### src/hdl/mjd_pkg.sv
package mjd_pkg;

    localparam int JOB_SLOTS_DEF  = 64;
    localparam int CORE_COUNT_DEF = 8;

    localparam int CFG_IDX_W  = 1;
    localparam int CFG_DATA_W = 4;

    localparam logic [CFG_IDX_W-1:0] REG_POLICY = 1'd0;
    localparam logic [CFG_IDX_W-1:0] REG_ACTIVE = 1'd1;

    localparam logic [2:0] POL_FCFS = 3'd0;
    localparam logic [2:0] POL_SJF  = 3'd1;
    localparam logic [2:0] POL_PSJF = 3'd2;
    localparam logic [2:0] POL_PRI  = 3'd3;
    localparam logic [2:0] POL_PPRI = 3'd4;
    localparam logic [2:0] POL_RR   = 3'd5;

    localparam logic [1:0] KIND_ARRIVE = 2'd0;
    localparam logic [1:0] KIND_FINISH = 2'd1;
    localparam logic [1:0] KIND_EXPIRE = 2'd2;
    localparam logic [1:0] KIND_RSVD   = 2'd3;

    typedef struct packed {
        logic [1:0]  kind;
        logic [15:0] job_id;
        logic [31:0] now;
        logic [15:0] run_length;
        logic [7:0]  job_priority;
        logic [2:0]  core_index;
    } t_in;

    typedef struct packed {
        logic        assigned;
        logic [2:0]  target_core;
        logic [15:0] core_job;
        logic [47:0] wait_sum;
        logic [47:0] turnaround_sum;
        logic [47:0] response_sum;
        logic [15:0] finished_count;
    } t_out;

    // one job table record
    typedef struct packed {
        logic [15:0] id;
        logic [31:0] fa;    // first arrival
        logic [31:0] qt;    // queue time
        logic [7:0]  urg;
        logic [15:0] rem;
        logic [15:0] len;
        logic        seen;  // has run at least once
        logic [31:0] fr;    // first run
        logic [31:0] ls;    // last start
    } t_entry;

    typedef struct packed {
        logic [15:0] rem;
        logic [7:0]  urg;
        logic [31:0] qt;
    } t_key;

    typedef enum logic [4:0] {
        S_IDLE, S_DECODE, S_CHG, S_CHG_WR, S_FREE, S_NEW, S_VIC_RD, S_VIC_CMP,
        S_PRE, S_REL_RD, S_REL_WR, S_STAT, S_SCAN, S_SCAN_END, S_DISP_RD,
        S_DISP_WR, S_DONE
    } t_state;

    typedef enum logic [4:0] {
        OP_NONE, OP_LOAD, OP_CHG_RD, OP_CHG_SKIP, OP_CHG_WR, OP_FREE, OP_NEW,
        OP_VIC_RD, OP_VIC_CMP, OP_PRE, OP_REL_RD, OP_REL_WR, OP_STAT, OP_SCAN,
        OP_SCAN_END, OP_DISP_RD, OP_DISP_WR
    } t_op;

    typedef struct packed {
        t_op op;
    } t_cmd;

    typedef struct packed {
        logic is_arrive;
        logic is_finish;
        logic rel_ok;
        logic psjf;
        logic preempt;
        logic chg_busy;
        logic chg_last;
        logic free_hit;
        logic free_last;
        logic idle_hit;
        logic vic_last;
        logic in_active;
        logic scan_last;
        logic found;
    } t_stat;

    function automatic t_key key_of(t_entry e);
        t_key k;
        k.rem = e.rem;
        k.urg = e.urg;
        k.qt  = e.qt;
        return k;
    endfunction

    // a ahead of b; a_lower breaks the final tie by table slot
    function automatic logic rank_before(logic [2:0] pol, t_key a, t_key b,
                                         logic a_lower);
        logic r;
        if ((pol == POL_SJF || pol == POL_PSJF) && a.rem != b.rem) begin
            r = a.rem < b.rem;
        end else if ((pol == POL_PRI || pol == POL_PPRI) && a.urg != b.urg) begin
            r = a.urg < b.urg;
        end else if (a.qt != b.qt) begin
            r = a.qt < b.qt;
        end else begin
            r = a_lower;
        end
        return r;
    endfunction

endpackage

### src/hdl/mjd_ctrl.sv
module mjd_ctrl (
    input  logic          i_clk,
    input  logic          i_rst_n,
    input  logic          i_start,
    input  mjd_pkg::t_stat i_stat,
    output mjd_pkg::t_cmd  o_cmd,
    output logic          o_busy,
    output logic          o_done
);
    import mjd_pkg::*;

    t_state r_state;
    t_state n_state;

    always_ff @(posedge i_clk) begin
        if (!i_rst_n) begin
            r_state <= S_IDLE;
        end else begin
            r_state <= n_state;
        end
    end

    always_comb begin
        n_state = r_state;
        case (r_state)
            S_IDLE:     if (i_start) n_state = S_DECODE;
            S_DECODE: begin
                if (i_stat.is_arrive)   n_state = S_FREE;
                else if (i_stat.rel_ok) n_state = S_REL_RD;
                else                    n_state = S_DONE;
            end
            S_CHG: begin
                if (i_stat.chg_busy)      n_state = S_CHG_WR;
                else if (i_stat.chg_last) n_state = S_NEW;
            end
            S_CHG_WR:   n_state = i_stat.chg_last ? S_NEW : S_CHG;
            S_FREE: begin
                if (i_stat.free_hit)       n_state = i_stat.psjf ? S_CHG : S_NEW;
                else if (i_stat.free_last) n_state = S_DONE;
            end
            S_NEW: begin
                if (i_stat.idle_hit)     n_state = S_DONE;
                else if (i_stat.preempt) n_state = S_VIC_RD;
                else                     n_state = S_DONE;
            end
            S_VIC_RD:   n_state = S_VIC_CMP;
            S_VIC_CMP:  n_state = i_stat.vic_last ? S_PRE : S_VIC_RD;
            S_PRE:      n_state = S_DONE;
            S_REL_RD:   n_state = S_REL_WR;
            S_REL_WR: begin
                if (i_stat.is_finish)      n_state = S_STAT;
                else if (i_stat.in_active) n_state = S_SCAN;
                else                       n_state = S_DONE;
            end
            S_STAT:     n_state = i_stat.in_active ? S_SCAN : S_DONE;
            S_SCAN:     if (i_stat.scan_last) n_state = S_SCAN_END;
            S_SCAN_END: n_state = S_DISP_RD;
            S_DISP_RD:  n_state = i_stat.found ? S_DISP_WR : S_DONE;
            S_DISP_WR:  n_state = S_DONE;
            S_DONE:     n_state = S_IDLE;
            default:    n_state = S_IDLE;
        endcase
    end

    always_comb begin
        o_cmd.op = OP_NONE;
        case (r_state)
            S_IDLE:     o_cmd.op = i_start ? OP_LOAD : OP_NONE;
            S_CHG:      o_cmd.op = i_stat.chg_busy ? OP_CHG_RD : OP_CHG_SKIP;
            S_CHG_WR:   o_cmd.op = OP_CHG_WR;
            S_FREE:     o_cmd.op = OP_FREE;
            S_NEW:      o_cmd.op = OP_NEW;
            S_VIC_RD:   o_cmd.op = OP_VIC_RD;
            S_VIC_CMP:  o_cmd.op = OP_VIC_CMP;
            S_PRE:      o_cmd.op = OP_PRE;
            S_REL_RD:   o_cmd.op = OP_REL_RD;
            S_REL_WR:   o_cmd.op = OP_REL_WR;
            S_STAT:     o_cmd.op = OP_STAT;
            S_SCAN:     o_cmd.op = OP_SCAN;
            S_SCAN_END: o_cmd.op = OP_SCAN_END;
            S_DISP_RD:  o_cmd.op = OP_DISP_RD;
            S_DISP_WR:  o_cmd.op = OP_DISP_WR;
            default:    o_cmd.op = OP_NONE;
        endcase
    end

    assign o_busy = (r_state != S_IDLE);
    assign o_done = (r_state == S_DONE);

endmodule

### config.mk
export PLATFORM = sky130hd
export DESIGN_NAME = mjd_ctrl
export DESIGN_NICKNAME = d
export VERILOG_FILES = /design/src/hdl/mjd_pkg.sv /design/src/hdl/mjd_ctrl.sv
export SDC_FILE = /design/constraint.sdc
export NUM_CORES = 1
export LEC_CHECK = 0
export BUFFER_PORTS_ARGS = -buffer_cell sky130_fd_sc_hd__buf_2
export CELL_PAD_IN_SITES_DETAIL_PLACEMENT = 1
export CELL_PAD_IN_SITES_GLOBAL_PLACEMENT = 2
export CORE_UTILIZATION = 27
export DETAILED_ROUTE_END_ITERATION = 6
export PLACE_DENSITY = 0.8
export SETUP_SLACK_MARGIN = 0.05
export SYNTH_ARGS = -nofsm -noshare
export SYNTH_HDL_FRONTEND = slang
export SYNTH_SLANG_ARGS = --single-unit
### constraint.sdc
create_clock -name i_clk -period 4.7 [get_ports i_clk]
set_clock_uncertainty 0.2 [all_clocks]
set_input_delay 0.47 -clock i_clk [delete_from_list [all_inputs] [get_ports i_clk]]
set_output_delay 0.47 -clock i_clk [all_outputs]
set_load 0.005 [all_outputs]
==> flow_results.xml <==
<?xml version="1.0" encoding="UTF-8"?>
<metrics>
  <group name="outcome">
    <metric name="status" unit="">finished, final reports clean</metric>
  </group>
  <group name="layout">
    <metric name="fill_cells" unit="">335</metric>
    <metric name="final_core_utilization" unit="%">34.0</metric>
    <metric name="top_register" unit="">r_state</metric>
    <metric name="n_antenna_cell" unit="">0</metric>
    <metric name="finish.cell_count_without_fillers" unit="">150</metric>
    <metric name="share_of_cells_above_drive_strength_1" unit="%">24.2</metric>
    <metric name="area_growth" unit="%">19.3</metric>
    <metric name="reg.largest.list" unit="">r_state x5</metric>
    <metric name="stdcell_area" unit="um^2">836</metric>
    <metric name="largest_reg_flops" unit="">5</metric>
    <metric name="final_nets" unit="">138</metric>
  </group>
  <group name="synthesis">
    <metric name="netlist_instances" unit="">102</metric>
    <metric name="synth_largest_area_cell" unit="">sky130_fd_sc_hd__dfxtp_1</metric>
    <metric name="yosys_warnings" unit="">0</metric>
    <metric name="async_flop_share" unit="%">0</metric>
    <metric name="synth_edf_count" unit="">0</metric>
    <metric name="synth-compound-area-share" unit="%">26.6</metric>
    <metric name="proportion_of_synthesized_chip_area_in_sequential_cells" unit="%">14.3</metric>
    <metric name="synthFlopType" unit="">sky130_fd_sc_hd__dfxtp_1</metric>
    <metric name="synth_area_per_cell" unit="um^2">6.87</metric>
    <metric name="synth.lib_cells_used.distinct" unit="">44</metric>
    <metric name="synthDominantCellAreaShare" unit="%">14.3</metric>
    <metric name="yosys-top-cells-area" unit="">sky130_fd_sc_hd__dfxtp_1 14%, sky130_fd_sc_hd__nor2_1 7.5%, sky130_fd_sc_hd__nand4b_1 5.0%, sky130_fd_sc_hd__a21oi_1 4.3%, sky130_fd_sc_hd__nand2_1 4.3%</metric>
    <metric name="synth-xor-area-share" unit="%">2.50</metric>
    <metric name="synthesis.area" unit="um^2">701</metric>
    <metric name="yosys-mux-area-fraction" unit="%">1.43</metric>
    <metric name="synth_simple_gate_area_share" unit="%">46.8</metric>
    <metric name="syn_nets" unit="">119</metric>
    <metric name="synth-seq-cells" unit="">5</metric>
    <metric name="synth_top_family_by_area" unit="">simple AND/OR/NAND/NOR gates</metric>
    <metric name="synth_adder_area_share" unit="%">0</metric>
  </group>
  <group name="clock_tree">
    <metric name="clk_sink_count" unit="">5</metric>
    <metric name="cts_max_level" unit="">1</metric>
    <metric name="cts_tree" unit="">built</metric>
    <metric name="clock_latency" unit="ps">240</metric>
    <metric name="post_cts.resized_instances" unit="">0</metric>
    <metric name="cts_setup_buffers" unit="">0</metric>
    <metric name="clk_root_buffer_cell" unit="">sky130_fd_sc_hd__clkbuf_4</metric>
    <metric name="cts_buffers" unit="">3</metric>
    <metric name="cts.hold.buffers_added" unit="">0</metric>
    <metric name="clk_pin_slew_worst_paths" unit="ps">40</metric>
    <metric name="ctsLongestPathBuffers" unit="">2</metric>
  </group>
  <group name="power">
    <metric name="max-vdd-ir-drop" unit="mV">0.240</metric>
    <metric name="report.power.total" unit="uW">239</metric>
    <metric name="total_leakage_power" unit="uW">0.000337</metric>
    <metric name="power-per-cell-area" unit="nW/um^2">286</metric>
  </group>
  <group name="placement">
    <metric name="number_of_input_and_output_port_buffers_inserted" unit="">23</metric>
    <metric name="dp.cells" unit="">146</metric>
    <metric name="placement.cell_area" unit="um^2">810</metric>
    <metric name="gp_routability_congestion" unit="">0.872</metric>
    <metric name="place_hpwl" unit="um">1670</metric>
  </group>
  <group name="route">
    <metric name="vias_per_cell" unit="">5.73</metric>
    <metric name="drt.antenna.violating_nets" unit="">0</metric>
    <metric name="finalWirelength" unit="um">2230</metric>
    <metric name="detailroute.via_count" unit="">859</metric>
    <metric name="remaining_drc_errors" unit="">0</metric>
    <metric name="first_pass_iters" unit="">4</metric>
    <metric name="drt_iter0_markers" unit="">16</metric>
    <metric name="route.detailed.wl_per_inst" unit="um">14.9</metric>
  </group>
  <group name="timing">
    <metric name="fin_tns_setup" unit="ps">0</metric>
    <metric name="rsz_0062_raised_after_global_routing" unit="">false</metric>
    <metric name="max_slew_headroom_at_the_worst_pin" unit="%">52.7</metric>
    <metric name="post_route_clock_period_utilization" unit="%">50.2</metric>
    <metric name="final_period_minus_worst_setup_slack" unit="ps">2360</metric>
    <metric name="final_max_slew_viols" unit="">0</metric>
    <metric name="achievable-frequency" unit="MHz">424</metric>
    <metric name="measured_slew_at_the_worst_slew_check_pin" unit="ps">708</metric>
    <metric name="hold_viol_final" unit="">0</metric>
    <metric name="final_count_of_negative_setup_slack_endpoints" unit="">0</metric>
  </group>
  <group name="grt">
    <metric name="first_global_vias" unit="">784</metric>
    <metric name="grt_remaining_overflow" unit="">0</metric>
    <metric name="grt_pass1_wl" unit="um">3590</metric>
    <metric name="grt_antenna_before_repair" unit="">0</metric>
    <metric name="globalRouteTotalUtil" unit="%">17.1</metric>
    <metric name="maximum_number_of_pins_on_one_net_before_global_route_repair" unit="">23</metric>
  </group>
  <group name="worst_setup_path">
    <metric name="rrSetupSlack" unit="ps">2500</metric>
    <metric name="arrival_worst_endpoint" unit="ps">1690</metric>
    <metric name="timing_worst_setup_path_type" unit="">register to primary output</metric>
    <metric name="timing.critical_path.slowest_cell_delay" unit="ps">770</metric>
    <metric name="startpoint_type" unit="">register</metric>
    <metric name="worst-r2r-cell-count" unit="">5</metric>
    <metric name="timing.critical_path.cells" unit="">nor2_1, a21boi_0, o32ai_1, buf_2</metric>
    <metric name="worst_setup_path_end_kind" unit="">primary output</metric>
    <metric name="critical_path_cell_count" unit="">4</metric>
    <metric name="worst-path-max-fanout" unit="">21</metric>
    <metric name="timing.critical_path.required" unit="ps">4030</metric>
    <metric name="crit_family" unit="">flip-flops</metric>
    <metric name="path_buf_inv" unit="">1</metric>
    <metric name="cp_slowest_cell" unit="">sky130_fd_sc_hd__dfxtp_1</metric>
  </group>
  <group name="hold_path">
    <metric name="hold_path.class" unit="">input port to register</metric>
    <metric name="min_delay_path_depth" unit="">3</metric>
  </group>
  <group name="die">
    <metric name="core.rowCount" unit="">18</metric>
    <metric name="io_pins" unit="">24</metric>
    <metric name="die_ht" unit="um">52.9</metric>
    <metric name="design.die.area" unit="um^2">2800</metric>
    <metric name="dieWidth" unit="um">52.9</metric>
    <metric name="placeableCoreArea" unit="um^2">2450</metric>
    <metric name="floorplan.initialDensity" unit="%">28.5</metric>
  </group>
  <group name="flow_run">
    <metric name="drv_cap" unit="">0</metric>
  </group>
</metrics>
==> synth_stat cells, drive strengths merged, types with 2 or more instances <==
| master | instances |
|---|---|
| a21boi | 2 |
| o211ai | 2 |
| nand2 | 8 |
| dfxtp | 5 |
| and3b | 2 |
| o21ai | 5 |
| nand2b | 2 |
| or3 | 2 |
| nor2 | 14 |
| a21oi | 6 |
| nand4b | 4 |
| nor3 | 4 |
| and3 | 3 |
| buf | 4 |
| clkbuf | 5 |
| xor2 | 2 |
| inv | 4 |
| nand3 | 4 |
| nand3b | 5 |
==> routing by layer <==
metal	track usage, %	wire length, um	vias up
li1	-	-	421
met1	23.1	1030	413
met2	28.5	1070	21
met3	2.87	83	4
met4	3.07	42	0
met5	0	0	-
==> cells in the final DEF, fill, tap and decap left out, types with 2 or more instances in the layout <==
cell type	instances
sky130_fd_sc_hd__a21boi_0	2
sky130_fd_sc_hd__a21oi_1	6
sky130_fd_sc_hd__and3_1	2
sky130_fd_sc_hd__and3b_1	2
sky130_fd_sc_hd__buf_2	23
sky130_fd_sc_hd__clkbuf_4	3
sky130_fd_sc_hd__dfxtp_1	5
sky130_fd_sc_hd__inv_1	4
sky130_fd_sc_hd__nand2_1	8
sky130_fd_sc_hd__nand2b_1	2
sky130_fd_sc_hd__nand3_1	4
sky130_fd_sc_hd__nand3b_1	4
sky130_fd_sc_hd__nand4b_1	4
sky130_fd_sc_hd__nor2_1	14
sky130_fd_sc_hd__nor3_1	4
sky130_fd_sc_hd__o211ai_1	2
sky130_fd_sc_hd__o21ai_0	4
sky130_fd_sc_hd__xor2_1	2
==> report_power, final <==
group | switching, uW | internal [uW]
registers | 27.8 | 48.6
logic | 58.3 | 55.0
clock network | 16.9 | 32.1
total | 103 | 136
==> worst min-delay path, stage by stage <==
cell	delay, ps
sky130_fd_sc_hd__buf_2	130
sky130_fd_sc_hd__inv_1	60
sky130_fd_sc_hd__a41oi_1	30
==> logic make-up after synthesis <==
logic type	Yosys count
flip-flops	5
multiplexers	1
buffers and inverters	13
AND/OR/NAND/NOR	54
XOR/XNOR	2
AO/OA/AOI/OAI	27
==> stage by stage <==
| stage | setup slack [ps] | hold WS [ps] |
|---|---|---|
| 2_1_floorplan | 2760 | 383 |
| 3_3_place_gp | 2560 | 559 |
| 3_5_place_dp | 2510 | 553 |
| 4_1_cts | 2320 | 299 |
| 5_1_grt | 2160 | 317 |
| 6_report | 2340 | 300 |
==> cell type report <==
type / count / area [um^2] / share of cell area [%]
Clock buffer: 4 / 26.3 / 3.14
Sequential cell: 5 / 100 / 12.0
Inverter: 4 / 15.0 / 1.80
Tap cell: 30 / 37.5 / 4.49
Timing Repair Buffer: 23 / 115 / 13.8
Multi-Input combinational cell: 84 / 542 / 64.8
==> worst paths after layout <==
check	start	end
max	r_state[2]$_SDFFE_PN0P_	o_cmd[0]
min	i_rst_n	r_state[3]$_SDFFE_PN0P_
max reg2reg	r_state[2]$_SDFFE_PN0P_	r_state[2]$_SDFFE_PN0P_
min reg2reg	r_state[2]$_SDFFE_PN0P_	r_state[2]$_SDFFE_PN0P_
(Power assumes the default switching activity.)
